## config.mk

```make
export PLATFORM = sky130hd
export DESIGN_NAME = bffa_ram
export DESIGN_NICKNAME = d
export VERILOG_FILES = /design/src/rtl/bffa_ram.sv
export SDC_FILE = /design/constraint.sdc
export NUM_CORES = 2
export LEC_CHECK = 0
export ABC_AREA = 1
export BUFFER_PORTS_ARGS = -buffer_cell sky130_fd_sc_hd__buf_2
export CORE_MARGIN = 2
export CORE_UTILIZATION = 50
export DETAILED_ROUTE_END_ITERATION = 7
export PLACE_DENSITY = 0.75
export SLEW_MARGIN = 40
export SYNTH_ARGS = -nofsm -noshare
export SYNTH_HDL_FRONTEND = slang
export SYNTH_SLANG_ARGS = --single-unit
```

## constraint.sdc

```tcl
create_clock -name clk -period 2.8 [get_ports clk]
set_clock_uncertainty 0.2 [all_clocks]
set_input_delay 0.28 -clock clk [delete_from_list [all_inputs] [get_ports clk]]
set_output_delay 0.28 -clock clk [all_outputs]
set_load 0.03 [all_outputs]
```

## src/rtl/bffa_ram.sv

```systemverilog
// ----------------------------------------------------------------------------
// bffa_ram
// Generic single-clock RAM, one write port and one read port, registered read.
// ----------------------------------------------------------------------------
module bffa_ram #(
  parameter int WIDTH = 8,
  parameter int DEPTH = 256
) (
  input  logic                     clk,
  input  logic                     we,
  input  logic [$clog2(DEPTH)-1:0] waddr,
  input  logic [WIDTH-1:0]         wdata,
  input  logic                     re,
  input  logic [$clog2(DEPTH)-1:0] raddr,
  output logic [WIDTH-1:0]         rdata
);

  logic [WIDTH-1:0] mem [DEPTH];

  always_ff @(posedge clk) begin
    if (we) begin
      mem[waddr] <= wdata;
    end
    if (re) begin
      rdata <= mem[raddr];
    end
  end

endmodule

```

# ---- Word-level counts from Yosys, hierarchy flattened
# Memories as Yosys holds them, arrays and structs flattened. A register that Yosys moved wholly into a read port is not among the register bits.
# Cells that the tools add are included.
dict set report classes {
  mux 2
}
# cell count
set ops {}
lappend ops {{$mux 1} 2}
dict set report totals {
  ff_bits 0
  ram_bits 2048
  inputBits 27
  output_inout_bits 8
  wordCells 3
  mem_count 1
}
# name words width rd rd_clocked_by_memory_dff wr line
set mem_list {}
lappend mem_list {mem 256 8 1 1 1 18} ;# logic [WIDTH-1:0] mem [DEPTH];

# ---- Depth between registers and ports, before layout
dict set report depth {
  depth_word 2
  depth_mapped 15
}

# ---- Least setup slack after synthesis
# OpenSTA, ideal clock, no wires.
dict set report synth_path {
  path_type {input -> register}
  start {input we}
  end {memory mem[162][0] (enable)}
  t_arrival_ns 1.401
  path_slack_ns 0.829
  cell_stages 4
  n_path_buf 2
  path_cell_list {clkbuf_1 nand3_1 clkbuf_1 nor2_1}
}
dict set report synth_between {
  elab_chain_len 2
}
# item line
set synth_rtl {}
lappend synth_rtl {{start, declared} 10} ;# input logic we,
lappend synth_rtl {{$mux 1} 21} ;# if (we) begin
lappend synth_rtl {{$mux 1 (implied by the code)} 22} ;# mem[waddr] <= wdata;
lappend synth_rtl {{end, declared} 18}
# Every way passes these cells.

==> key figures <==
Run status
  • Outcome: completed

Timing
  • Highest clock rate: 410.6 MHz
  • Fin. max-slew vios: 0
  • RSZ-0062 raised after global routing: false
  • Crit path time final: between 2 and 2.5 ns
  • Finish-stage setup viols: 0
  • Fin crit share: 0.8697
  • Final setup margin: approximately 0.36 ns
  • Tightest Pin Transition: roughly 0.84 ns
  • Final hold vios: 0
  • Slew headroom: 0.4427

Finish
  • Area Overhead vs Synth: 14.46%
  • Multi-input logic area: around 19,000 um2
  • FF/Latch Area: 61,740 um2
  • Layout cells sized above 1: 0.1102
  • Fin nets: 7,312
  • Final core utilization: 0.5778
  • FILL cells: 12,450

GRT
  • Initial antenna violation count: 13
  • Overall Global Routing Usage: 0.2652
  • Largest net degree at the start of global routing: about 110
  • Number of global-route vias before repair: about 55,000
  • First-pass GRT wire length: 339,600 um
  • GR Overflow Total: 0

Logic synthesis
  • Synth unique cells: 13
  • Post-Synth XOR/XNOR Area: 0
  • Post-Synth Simple-Gate Area: 0.2292
  • FF+latch count, synth: 2,056
  • Post-Syn Area per Cell: 11.92 um2
  • Synth Area in Compound Gates: 0
  • Largest family of logic cells by synthesized area: simple AND/OR/NAND/NOR gates
  • Synthesized area: about 83,000 um2
  • Sequential area share after synthesis: 0.7396
  • Mux cell area share after synthesis: 0
  • Post-Syn Instances: 7,003
  • Adder-cell share of the synthesized area: 0
  • Yosys warns: 0
  • Syn_nets: approximately 7,000

Floorplanning
  • Die ar.: roughly 170,000 um2
  • I/O pins: 35
  • Starting density of the core: 0.5048
  • Die Y: between 400 and 500 um
  • Core Box Area: about 170,000 um2
  • Site row count: approximately 150
  • Die width: roughly 410 um

Placement
  • DP Worst Slack: -0.2116 ns
  • Routability Congestion: 0.9184
  • PortBufs: 34
  • HPWL Detailed: 138,200 um

Clock tree
  • Max clock buf depth: 3
  • Clk pin slew, worst setup/hold paths: 0.06 ns
  • Cts bufs inserted: 192
  • Clock Sinks: 2,056
  • Clock latency on the worst-skew pair: 0.84 ns
  • CTS tree: done
  • Postcts setup bufs: 0
  • CTS Root Cell: clkbuf_16
  • H-Tree Depth: 4

Worst setup path
  • Max FO, Critical Path: 1
  • Worst R2R Path Depth: 10
  • R2r endpoint: rdata[5]
  • Crit path to: rdata[5]
  • CP startpoint: mem[57][5]
  • CP arrival: ~2.8 ns
  • Worst r2r src: mem[57][5]
  • CP endpoint kind: register
  • Critical path class: reg -> reg
  • Critical Path RT: about 3.2 ns
  • Critical Path Start Type: register
  • Flop-to-flop setup slack: ~0.36 ns

Power and ir drop
  • Clock network power share: 0.397
  • VDD IR max: about 0.70 mV
  • PwrDens: ~660 nW/um2
  • Switch share: 0.2249
  • Combinational power share: 0.066
  • Reg power frac: 0.537
  • Switch Pwr: about 14 mW
  • Static leakage: 33.92 nW
  • Int Pwr: 49.03 mW

Routing
  • Vias: around 58,000
  • ANT nets after route: 0
  • DRC viols: 0
  • Drt via density: 5.991
  • Starting DRC count in detailed routing: just under 9,000
  • DR WL/cell: between 20 and 25 um
  • DRT Pass-1 Iters: 6
  • Routed wire length: 227,700 um

Job
  • Number of max-cap violations: 0

Min path
  • Worst hold path depth: 5
  • Hold WC Path Type: in -> reg
-- cell type report --
class | instances | share of cell area
Inverter | 39 | 0.001886
Multi-Input combinational cell | 4425 | 0.2003
Antenna cell | 5 | 0.0001310
Clock inverter | 121 | 0.009952
Tap cell | 2189 | 0.02867
Sequential cell | 2056 | 0.6462
Clock buffer | 235 | 0.05287
Timing Repair Buffer | 571 | 0.06005
-- layout by cell type, fill, tap and decap left out, drive strengths merged --
cell type | netlist | final
diode | 0 | 5
edfxtp | 2056 | 2056
clkinvlp | 0 | 5
inv | 39 | 46
clkinv | 0 | 97
dlygate4sd3 | 0 | 14
nand2 | 2123 | 2123
nor2 | 283 | 283
buf | 371 | 557
nand3 | 2019 | 2019
clkbuf | 112 | 235
bufinv | 0 | 12
-- cells in the mapped netlist --
cell         n  share of area
buf_8        1        0.00018
buf_6       16         0.0022
buf_2      268          0.016
clkbuf_1   112         0.0050
nor2_1     283          0.013
buf_1       40         0.0018
nand3_1   2019           0.12
buf_4       46         0.0041
edfxtp_1  2056           0.74
nand2_1   2123          0.095
inv_2        2       0.000090
inv_4        1       0.000075
inv_1       36         0.0016
-- registers in the layout (all words and copies together) (netlist names) --
signal	count
rdata	8
mem	2048
-- critical path, cell delays in order, from the launching register on --
cell and delay, ns:
edfxtp_1 0.37, nand2_1 0.07, nand3_1 0.08, nand3_1 0.12
nand3_1 0.12, nand3_1 0.15, nand3_1 0.26, nand3_1 0.34
nand2_1 0.14, nand2_1 0.21, nand2_1 0.09
-- kinds of logic after synthesis --
family	count (synthesis)
flip-flops	2056
AND/OR/NAND/NOR	4425
buffers and inverters	522
-- power by group through the flow --
stage          combinational (mW)  sequential (mW)  clock [mW]
2_1_floorplan                2.09             34.6           0
3_3_place_gp                 3.97             34.6           0
3_5_place_dp                 4.06             34.6           0
4_1_cts                      4.11             34.0        25.2
5_1_grt                      4.45             34.0        26.4
6_report                     4.19             34.0        25.1
-- worst min path at each step --
stage | from | slack [ns] | end
after detailed placement | wdata[4] | 0.36 | mem[115][4]
after global routing | raddr[6] | 0.09 | rdata[1]
final | waddr[2] | 0.07 | mem[188][5]
after floorplan | wdata[0] | 0.18 | mem[0][0]
after CTS | waddr[2] | 0.01 | mem[188][2]
after global placement | wdata[4] | 0.36 | mem[115][4]
-- per-layer routing --
metal | up-vias | part of all wire | global-route usage
met5 | - | 0.00033 | 0
met4 | 12 | 0.046 | 0.1150
met3 | 608 | 0.13 | 0.06387
met2 | 3896 | 0.46 | 0.4139
met1 | 27800 | 0.37 | 0.3562
li1 | 25440 | - | -
-- metrics by stage --
step                power, mW  cell area, um2  hold WS, ns  cells  setup TNS (ns)
detailed placement      38.69           89390       0.3630   9266         -0.7720
CTS                     63.32           95530      0.01389   9636               0
finish                  63.26           95550      0.07457   9641               0
global route            64.77           95540      0.08526   9637               0
floorplan               36.73           83480       0.1789   7003               0
global placement        38.60           89390       0.3599   9266         -0.7449
-- timing repair --
item | CTS | global route
gates resized for setup | 0 | 0
hold buffers | 14 | 0
endpoints found under the hold margin | 1623 | 0
No activity file was read; power rests on OpenSTA's default activity.
