--- config.mk ---
export PLATFORM = sky130hd
export DESIGN_NAME = bffa_scan
export DESIGN_NICKNAME = d
export VERILOG_FILES = /design/src/rtl/bffa_pkg.sv /design/src/rtl/bffa_scan.sv
export SDC_FILE = /design/constraint.sdc
export NUM_CORES = 1
export LEC_CHECK = 0
export BUFFER_PORTS_ARGS = -buffer_cell sky130_fd_sc_hd__buf_2
export CORE_AREA = 2 2 82 84
export CTS_CLUSTER_SIZE = 12
export DETAILED_ROUTE_END_ITERATION = 12
export DIE_AREA = 0 0 84 86
export HOLD_SLACK_MARGIN = 0.08
export PLACE_DENSITY = 0.66
export SETUP_SLACK_MARGIN = 0.05
export SYNTH_ARGS = -nofsm -noshare
export SYNTH_HDL_FRONTEND = slang
export SYNTH_SLANG_ARGS = --single-unit
--- constraint.sdc ---
create_clock -name clk -period 8.5 [get_ports clk]
set_clock_uncertainty 0.2 [all_clocks]
set_input_delay 1.7 -clock clk [delete_from_list [all_inputs] [get_ports clk]]
set_output_delay 1.7 -clock clk [all_outputs]
set_load 0.02 [all_outputs]
--- src/rtl/bffa_pkg.sv ---
// ----------------------------------------------------------------------------
// bffa_pkg
// Shared constants, types and helper functions of the first-fit bitmap
// allocator.
// ----------------------------------------------------------------------------
package bffa_pkg;

  localparam int MAX_MAP_BLOCKS = 8;
  localparam int BLOCK_BYTES    = 1024;

  localparam int ADDR_W      = 13;
  localparam int STORE_DEPTH = 1 << ADDR_W;
  localparam int CAPACITY    = (MAX_MAP_BLOCKS * BLOCK_BYTES < STORE_DEPTH) ?
                               MAX_MAP_BLOCKS * BLOCK_BYTES : STORE_DEPTH;
  localparam int LIMIT_W     = ADDR_W + 1;
  localparam int BIT_W       = 3;
  localparam int IDX_W       = 16;
  localparam int BYTE_W      = 8;
  localparam int FUNC_W      = 2;
  localparam int CFG_W       = 4;

  localparam logic [FUNC_W-1:0] FUNC_LOAD  = 2'd0;
  localparam logic [FUNC_W-1:0] FUNC_ALLOC = 2'd1;
  localparam logic [FUNC_W-1:0] FUNC_READ  = 2'd2;

  localparam logic [BYTE_W-1:0] BYTE_FULL = '1;

  typedef enum logic [2:0] {
    ST_IDLE = 3'b001,
    ST_READ = 3'b010,
    ST_SCAN = 3'b100
  } state_t;

  typedef struct packed {
    logic              rd_en;
    logic [ADDR_W-1:0] rd_addr;
    logic              wr_en;
    logic [ADDR_W-1:0] wr_addr;
    logic [BYTE_W-1:0] wr_data;
  } scan_mem_t;

  typedef struct packed {
    logic             done;
    logic             found;
    logic [IDX_W-1:0] index;
  } scan_status_t;

  // lowest clear bit of a byte that is not full
  function automatic logic [BIT_W-1:0] first_zero(input logic [BYTE_W-1:0] b);
    logic [BIT_W-1:0] pos;
    pos = '0;
    for (int i = BYTE_W - 1; i >= 0; i--) begin
      if (!b[i]) pos = BIT_W'(i);
    end
    return pos;
  endfunction

  // bytes covered by a scan for a given block count
  function automatic logic [LIMIT_W-1:0] scan_limit(input logic [CFG_W-1:0] mb);
    int blocks;
    int bytes;
    blocks = int'(mb);
    if (blocks > MAX_MAP_BLOCKS) blocks = MAX_MAP_BLOCKS;
    bytes = blocks * BLOCK_BYTES;
    if (bytes > CAPACITY) bytes = CAPACITY;
    return LIMIT_W'(bytes);
  endfunction

endpackage

--- src/rtl/bffa_scan.sv ---
// ----------------------------------------------------------------------------
// bffa_scan
// Scan engine: walks the map one byte a cycle through the RAM read port and
// tests each byte with one shared compare and priority unit.
// ----------------------------------------------------------------------------
module bffa_scan (
  input  logic                             clk,
  input  logic                             rst_n,
  input  logic                             go,
  input  logic [bffa_pkg::LIMIT_W-1:0]     limit,
  input  logic [bffa_pkg::BYTE_W-1:0]      rdata,
  output bffa_pkg::scan_mem_t              mem,
  output bffa_pkg::scan_status_t           status
);

  logic                          active_r, active_nxt;
  logic [bffa_pkg::LIMIT_W-1:0]  issue_r, issue_nxt;
  logic                          chk_vld_r, chk_vld_nxt;
  logic [bffa_pkg::ADDR_W-1:0]   chk_addr_r, chk_addr_nxt;
  logic                          hit;
  logic                          exhausted;
  logic                          more;
  logic [bffa_pkg::BIT_W-1:0]    bit_pos;
  logic [bffa_pkg::BYTE_W-1:0]   bit_mask;

  assign hit       = active_r && chk_vld_r && (rdata != bffa_pkg::BYTE_FULL);
  assign exhausted = active_r && !chk_vld_r && (issue_r >= limit);
  assign more      = active_r && !hit && (issue_r < limit);
  assign bit_pos   = bffa_pkg::first_zero(rdata);
  assign bit_mask  = bffa_pkg::BYTE_W'(1) << bit_pos;

  always_comb begin
    active_nxt   = active_r;
    issue_nxt    = issue_r;
    chk_vld_nxt  = 1'b0;
    chk_addr_nxt = chk_addr_r;
    if (go) begin
      active_nxt = 1'b1;
      issue_nxt  = '0;
    end else if (hit || exhausted) begin
      active_nxt = 1'b0;
    end else if (more) begin
      chk_vld_nxt  = 1'b1;
      chk_addr_nxt = issue_r[bffa_pkg::ADDR_W-1:0];
      issue_nxt    = issue_r + 1'b1;
    end
  end

  always_ff @(posedge clk) begin
    if (!rst_n) begin
      active_r  <= 1'b0;
      chk_vld_r <= 1'b0;
      issue_r   <= '0;
    end else begin
      active_r  <= active_nxt;
      chk_vld_r <= chk_vld_nxt;
      issue_r   <= issue_nxt;
    end
    chk_addr_r <= chk_addr_nxt;
  end

  assign mem.rd_en   = more && !go;
  assign mem.rd_addr = issue_r[bffa_pkg::ADDR_W-1:0];
  assign mem.wr_en   = hit;
  assign mem.wr_addr = chk_addr_r;
  assign mem.wr_data = rdata | bit_mask;

  assign status.done  = hit || exhausted;
  assign status.found = hit;
  assign status.index = hit ? bffa_pkg::IDX_W'({chk_addr_r, bit_pos}) : '0;

endmodule

# Yosys cells after proc, flatten, opt, wreduce, memory -nomap -nowiden
# Cells that the tools add are included.
# word_totals
wordCells	41
input_bits	25
register_bits	29
# classes
addsub	1
eq_ne	1
magnitude_cmp	2
reduce_logical	16
shifts	1
n_bitwise	4
muxes	12
# ops
cell	count
$mux W3	8
$mux W16	1
$add A14 B1 Y14 const B	1
$ge A14 B14 Y1	1
$lt A14 B14 Y1	1
$ne A8 B8 Y1 const B	1
$or A8 B8 Y8	1
$shl A1 B3 Y8 const A	1
$logic_and A1 B1 Y1	7
$logic_not A1 Y1	3
$mux W1	3
$not A1 Y1	3
$reduce_and A3 Y1	1
$reduce_or A3 Y1	1
$reduce_and A2 Y1	1
$reduce_bool A2 Y1	1
$reduce_or A2 Y1	1
$logic_or A1 B1 Y1	1

# Longest topological paths before layout
# Gate-level depths: netlist of the first run.
# logic_depth
ltp_word	10
ltp_mapped	10
mapped_depth_nobuf	8

# Worst setup path before layout of the first run
# OpenSTA, ideal clock, no wires.
# synth_path
path_kind	input to output
start	input limit[13] (netlist name)
end	output status[17] (netlist name)
arrival_time_ns	3.276
t_required_ns	6.600
setup_slack_ns	3.324
stages	6
cell_sequence	inv_1 > ha_1 > nand4_1 > or4_1 > a311oi_1 > or2_1
# synth_lines
element	line	rtl
start: declaration	bffa_scan.sv:10	input logic [bffa_pkg::LIMIT_W-1:0] limit,
end: declaration	bffa_scan.sv:13	output bffa_pkg::scan_status_t status

==> metrics, run 1 <==
DR pass1 iterations=4; Slew Viols, Final=0; Max FO, Critical Path=3; Sw Pwr=80.2 uW; initial core utilization=0.308; sw frac=0.267; Tmin final=5440 ps; VDD IR-drop max=0.0611 mV; Crit path arrival time=around 3500 ps; cell count after synthesis=217; Die Y=86 um; vias in the first global route=1559; Die Wd=84 um; Async SR Flop Fraction=0; register-to-register setup slack=5320 ps; CTS clk-pin slew, worst paths=~60 ps; routability cong.=roughly 0.8; worst slew pin tran=1100 ps; CTS Buffer Depth=2; # DRC=0; clock share of power=0.356; Port Buffers=77; unrepaired setup endpoints after global routing=false; clk sinks=29; count of cell types in the netlist=45; GR Util All Layers=0.121; worst path cell trace=buf_2 -> inv_1 -> ha_1 -> nand4_1 -> or4_1 -> a311oi_1 -> or2_1 -> buf_2; FF-to-FF Start=issue_r[11]; Iter 0 DRT Violations=55; Setup violations, final=0; Worst Reg-to-Reg Cells=6; Worst R2R End=chk_addr_r[9]; top cells by count, synth=inv_1 (19), nand2_1 (19), a21oi_1 (17); total CTS buffers=5; Synth area leaders=edfxtp_1 (20%), dfxtp_1 (17%), ha_1 (9.7%); hold depth=2; worst hold path startpoint=issue_r[13]; register area share after synthesis=0.368; Antenna Diode Count=0; relative slew slack=0.265; clk_lat worst skew=around 270 ps; critical path required time=6600 ps; final hold vios=0; total setup buffers inserted after CTS=0; LEAKAGE=1.11 nW; largest net degree at the start of global routing=26; CP dominant cell by count=buf_2; post-route antenna net violation count=0; top cell type's share of synthesized area=0.202; count of cells resized by post-cts repair=0; Flop pwr share=0.501; I/O pin count=between 70 and 80; via count=around 1700; Synth area leader=edfxtp_1; Post-Syn Nets=roughly 260; WHS=293 ps; Post-DP HPWL=3520 um; CP max stage cell=or4_1; Crit Path Class=input pin to output port; H-tree depth=2; fillcell total=664; FP Rows=29; die area=7220 um^2; Synth Flop Type=dfxtp_1; Internal=around 220 uW; synthesized area=1930 um^2; Final period util=0.640; first-pass GRT wire length=7090 um; Setup crit start=limit[13]; status=complete, no violations; drt wl/cell=12.2 um; drt via density=about 4.8; largest stage delay on the critical path=630 ps; flop and latch count out of synthesis=29; nets@finish=321; Comb pwr share=0.142; Crit. End Element=output port; highest clock rate=about 180 MHz; root buffer cell=clkbuf_8; Mean Syn Cell Area=8.90 um^2; EDFF count, synth=13; Worst Hold Path EP=issue_r[13]; layout cells sized above 1=0.326; setup TNS=0 ps; CTS tree=yes; gr ovfl total=0; initial antenna violation count=0; area grow syn2layout=22.0%; MaxCap Viol Count=0; Hold Path Class=register to register; Core ar.=6280 um^2; WL final=~4400 um; total power=301 uW; pwr dens=roughly 130 nW/um^2; hold buffer count at CTS=0; Warnings, synthesis=0; CP Launch Type=input pin
-- worst max-delay path by stage --
stage	end	slack, ps	cells past startpoint
2_1_floorplan	status[17]	3320	6
3_3_place_gp	status[17]	3070	8
3_5_place_dp	status[17]	3050	8
4_1_cts	status[17]	3050	8
5_1_grt	status[17]	2990	8
6_report	status[17]	3060	8
-- registers in the layout, summed over array words and instances (netlist names) --
signal,cells
issue_r,14
chk_addr_r,13
active_r,1
chk_vld_r,1
-- placed cells by master (no fill, tap or decap), types with 5 or more instances in the layout --
master    instances
a21oi_1          17
and2_1           13
buf_2            77
clkbuf_8          5
dfxtp_1          16
edfxtp_1         13
ha_1             15
inv_1            19
nand2_1          19
nand3_1           6
nand4_1           8
nor2_1            9
o21ai_1           9
o31ai_1           5
or3_1             6
or4_1             6
-- power groups by stage --
| stage | Clock [mW] | Sequential (mW) | Combinational [mW] |
|---|---|---|---|
| after floorplan | 0 | 0.157 | 0.0250 |
| after global placement | 0 | 0.154 | 0.0423 |
| after detailed placement | 0 | 0.154 | 0.0431 |
| after CTS | 0.110 | 0.151 | 0.0433 |
| after global routing | 0.116 | 0.151 | 0.0475 |
| final | 0.107 | 0.151 | 0.0428 |
-- worst max-delay path: cells and delay by family --
| family | cells | cell delay (ps) |
|---|---|---|
| AOI/OAI and AO/OA | 1 | 330 |
| buffers and inverters | 3 | 270 |
| and+or+nand+nor | 3 | 930 |
| adders and majority gates | 1 | 300 |
-- cell type report --
cell class | instances | area (um^2) | area share
Clock buffer | 5 | 68.8 | 0.0292
Clock inverter | 3 | 17.5 | 0.00744
Inverter | 20 | 75.1 | 0.0319
Multi-Input combinational cell | 148 | 1000 | 0.425
Sequential cell | 29 | 711 | 0.302
Tap cell | 77 | 96.3 | 0.0409
Timing Repair Buffer | 77 | 385 | 0.164
-- metal layers --
layer | up-vias | wire (um) | track usage
met5 | - | 0 | 0
met3 | 2 | 182 | 0.0173
met4 | 0 | 29 | 0.0352
met1 | 780 | 2050 | 0.159
met2 | 43 | 2100 | 0.207
li1 | 890 | - | -
-- kinds of logic (layout without fill, tap and decap cells) --
logic type,count (synthesis),in the layout,share of synthesized area
AOI/OAI and AO/OA,47,47,0.167
xor gates and xnor gates,1,1,0.00454
adders and majority gates,15,15,0.0972
buffers and inverters,40,105,0.113
DFF,29,29,0.368
other,1,1,0.00194
and+or+nand+nor,84,84,0.248
-- through the flow --
| step | instance area (um^2) | std cells | util | setup WS [ps] |
|---|---|---|---|---|
| 2_1_floorplan | 1930 | 217 | - | 3320 |
| 3_3_place_gp | 2270 | 351 | 0.361 | 3070 |
| 3_5_place_dp | 2270 | 351 | 0.361 | 3050 |
| 4_1_cts | 2350 | 359 | 0.375 | 3050 |
| 5_1_grt | 2350 | 359 | 0.375 | 2990 |
| 6_report | 2350 | 359 | 0.375 | 3060 |
Power figures use the tool's default switching activity.
==> run 2, diff against run 1 <==
clock period = 5.35 ns   (was 8.5 ns; I/O delays follow)
==> metrics, run 2 (synthesized netlist as in run 1, its figures left out) <==
status=complete, no violations; highest clock rate=between 200 and 250 MHz; Max FO, Critical Path=3; via count=1738; DR pass1 iterations=4; final hold vios=0; gr ovfl total=0; MaxCap Viol Count=0; worst hold path startpoint=issue_r[13]; post-route setup slack=1180 ps; Core ar.=between 6000 and 7000 um^2; CTS clk-pin slew, worst paths=roughly 60 ps; Place WS=1160 ps; most frequent cells in the layout=buf_2 (77), inv_1 (19), nand2_1 (19), a21oi_1 (17), dfxtp_1 (16); CTS Buffer Depth=2; worst path cell trace=buf_2 -> inv_1 -> ha_1 -> nand4_1 -> or4_1 -> a311oi_1 -> or2_1 -> buf_2; Die Y=86 um; vias in the first global route=1568; Iter 0 DRT Violations=93; I/O pin count=79; Crit path arrival time=2900 ps; Antenna Diode Count=0; Port Buffers=just under 80; VDD IR-drop max=0.0985 mV; Setup violations, final=0; Post-DP HPWL=3530 um; initial core utilization=0.308; CP max stage cell=or4_1; Slew Viols, Final=0; H-tree depth=2; register name with the most flops=issue_r; setup TNS=0 ps; FF-to-FF Start=issue_r[11]; nets@finish=322; post-route cell area=2360 um^2; crit-path leading delay family=simple AND/OR/NAND/NOR gates; layout cells sized above 1=0.322; worst path bufs/invs=3; total setup buffers inserted after CTS=0; Crit. End Element=output port; CP Launch Type=input pin; WL final=4430 um; largest net degree at the start of global routing=26; Setup crit start=limit[13]; drt wl/cell=12.3 um; drt via density=4.83; clk_lat worst skew=between 200 and 300 ps; CTS tree=yes; max FFs per register=14; die area=7220 um^2; largest stage delay on the critical path=640 ps; first-pass GRT wire length=roughly 7300 um; LEAKAGE=1.12 nW; Crit Path Class=input pin to output port; hold buffer count at CTS=0; Hold Path Class=register to register; Tmin final=4170 ps; Core Util, Final=0.376; initial antenna violation count=0; unrepaired setup endpoints after global routing=false; worst slew pin tran=between 500 and 600 ps; GR Util All Layers=0.125; root buffer cell=clkbuf_8; relative slew slack=0.605; pwr dens=200 nW/um^2; Die Wd=84 um; Post-DP Area=2280 um^2; routability cong.=0.781; CP dominant cell by count=buf_2; count of cells resized by post-cts repair=0; area grow syn2layout=22.1%; clk sinks=29; critical path required time=between 4000 and 5000 ps; FP Rows=29; commonest non-fill, non-tap cell in the layout=buf_2; Final period util=0.780; post-route antenna net violation count=0; # DRC=0; total CTS buffers=5; Largest regs=issue_r x14, chk_addr_r x13
-- run 2: final cells by class --
cell class / count / area (um^2)
inverter: 20 / 75.1
timing repair buffer: 78 / 393
clock buffer: 5 / 68.8
fill: 675 / 3920
clock inverter: 3 / 12.5
sequential: 29 / 711
tap: 77 / 96.3
multi-input combinational: 148 / 1000
-- run 2: per-stage QoR --
step / hold slack (ps) / power, mW / cells
final: 307 / 0.472 / 360
after detailed placement: 299 / 0.314 / 352
after CTS: 307 / 0.479 / 360
after global routing: 320 / 0.495 / 360
after floorplan: 256 / 0.289 / 217
after global placement: 277 / 0.312 / 352
-- run 2: per-layer routing --
layer | vias up | wire length, um | track usage
li1 | 893 | - | -
met1 | 783 | 2070 | 0.163
met2 | 55 | 2070 | 0.210
met3 | 7 | 221 | 0.0250
met4 | 0 | 60 | 0.0352
met5 | - | 0 | 0
-- run 2: path summary, 6_finish.rpt --
check	end	slack (ps)	depth (start not counted)
max reg2reg	chk_addr_r[6]	2570	6
min	issue_r[13]	310	2
max	status[17]	1180	8
min reg2reg	issue_r[13]	310	2
-- run 2: worst reg2reg max path, stage by stage (launching register included) --
cell      delay (ps)
dfxtp_1          370
ha_1             330
nand4_1          150
or4_1            640
o211ai_4         530
nor2_1            80
buf_4            220
-- run 2: report_power, final --
| group | total, mW | internal, mW | switching (mW) |
|---|---|---|---|
| combinational | 0.0685 | 0.0254 | 0.0431 |
| sequential | 0.240 | 0.236 | 0.00343 |
| clock | 0.164 | 0.0871 | 0.0770 |
==> run 3, diff against run 2 <==
PLACE_DENSITY = 0.68   (was 0.66)
clock period = 3.6 ns   (was 5.35 ns; I/O delays follow)
==> metrics, run 3 (synthesized netlist as in run 1, its figures left out) <==
Crit. End Element=output port; post-route setup slack=201 ps; initial antenna violation count=0; MaxCap Viol Count=0; CTS tree=yes; Slew Viols, Final=0; WL final=around 4500 um; first-pass GRT wire length=7230 um; sequential cell area=roughly 710 um^2; CP Launch Type=input pin; drt via density=4.89; CTS Buffer Depth=2; Port Buffers=77; post-route cell area=about 2400 um^2; clk sinks=29; GR Util All Layers=0.124; highest clock rate=294 MHz; Final period util=0.944; routability cong.=0.786; Iter 0 DRT Violations=73; clk_lat worst skew=270 ps; Max FO, Critical Path=3; final std cells w/o fill=364; status=complete, no violations; count of cells resized by post-cts repair=0; area grow syn2layout=26.4%; Die Y=roughly 86 um; total CTS buffers=5; Place WS=192 ps; via count=1780; VDD IR-drop max=roughly 0.18 mV; relative slew slack=0.620; Setup violations, final=0; drt wl/cell=12.4 um; commonest non-fill, non-tap cell in the layout=buf_2; max FFs per register=14; H-tree depth=2; most frequent cells in the layout=buf_2 (77), inv_1 (19), nand2_1 (19), a21oi_1 (17), dfxtp_1 (16); Placed Cells=356; Post-DP Area=2310 um^2; post-route antenna net violation count=0; fillcell total=644; hold buffer count at CTS=0; I/O pin count=79; total power=around 860 uW; Crit Path Class=input pin to output port; Post-DP HPWL=around 3500 um; Die Wd=84 um; LEAKAGE=1.16 nW; die area=7220 um^2; # DRC=0; Tmin final=~3400 ps; nets@finish=326; Largest regs=issue_r x14, chk_addr_r x13; Antenna Diode Count=0; area used by multi-input combinational logic=1000 um^2; setup TNS=0 ps; layout cells sized above 1=0.338; Core ar.=6280 um^2; pwr dens=about 350 nW/um^2; initial core utilization=0.308; critical path required time=2680 ps; root buffer cell=clkbuf_8; FP Rows=29; unrepaired setup endpoints after global routing=false; Crit path arrival time=2480 ps; Core Util, Final=0.389; WHS=288 ps; Hold Path Class=register to register; total setup buffers inserted after CTS=0; DR pass1 iterations=5; final hold vios=0; vias in the first global route=~1600; register name with the most flops=issue_r; CTS clk-pin slew, worst paths=60 ps; worst slew pin tran=570 ps; largest net degree at the start of global routing=18; gr ovfl total=0
## run 3: power by group
part           leakage, nW  total, mW  internal, mW  switching [mW]
Combinational        0.848      0.104        0.0388          0.0649
Sequential           0.245      0.356         0.351         0.00517
Clock               0.0681      0.397         0.275           0.122
## run 3: routing by layer
| layer | track usage | wire length, um |
|---|---|---|
| met1 | 0.160 | 2060 |
| met2 | 0.209 | 2180 |
| met3 | 0.0298 | 255 |
| met4 | 0.0308 | 25 |
| met5 | 0 | 0 |
## run 3: final timing paths
| path | endpoint | cells past startpoint | startpoint | slack, ps |
|---|---|---|---|---|
| worst max-delay path | status[17] | 8 | limit[13] | 200 |
| worst min-delay path | issue_r[13] | 2 | issue_r[13] | 290 |
| worst max register to register | issue_r[11] | 8 | issue_r[11] | 840 |
| worst min register to register | issue_r[13] | 2 | issue_r[13] | 290 |
## run 3: critical path, cell delays in order
cell      delay (ps)
buf_2             80
inv_1             30
ha_1             300
nand4_1          150
or4_1            570
a311oi_1         340
or2_1            140
buf_2            160
## run 3: cell type report
| class | count | area share |
|---|---|---|
| multi-input cells | 148 | 0.410 |
| flip-flops and latches | 29 | 0.291 |
| clock inverters | 3 | 0.0267 |
| inverters | 20 | 0.0308 |
| repair buffers | 82 | 0.173 |
| clock buffers | 5 | 0.0282 |
| well taps | 77 | 0.0395 |
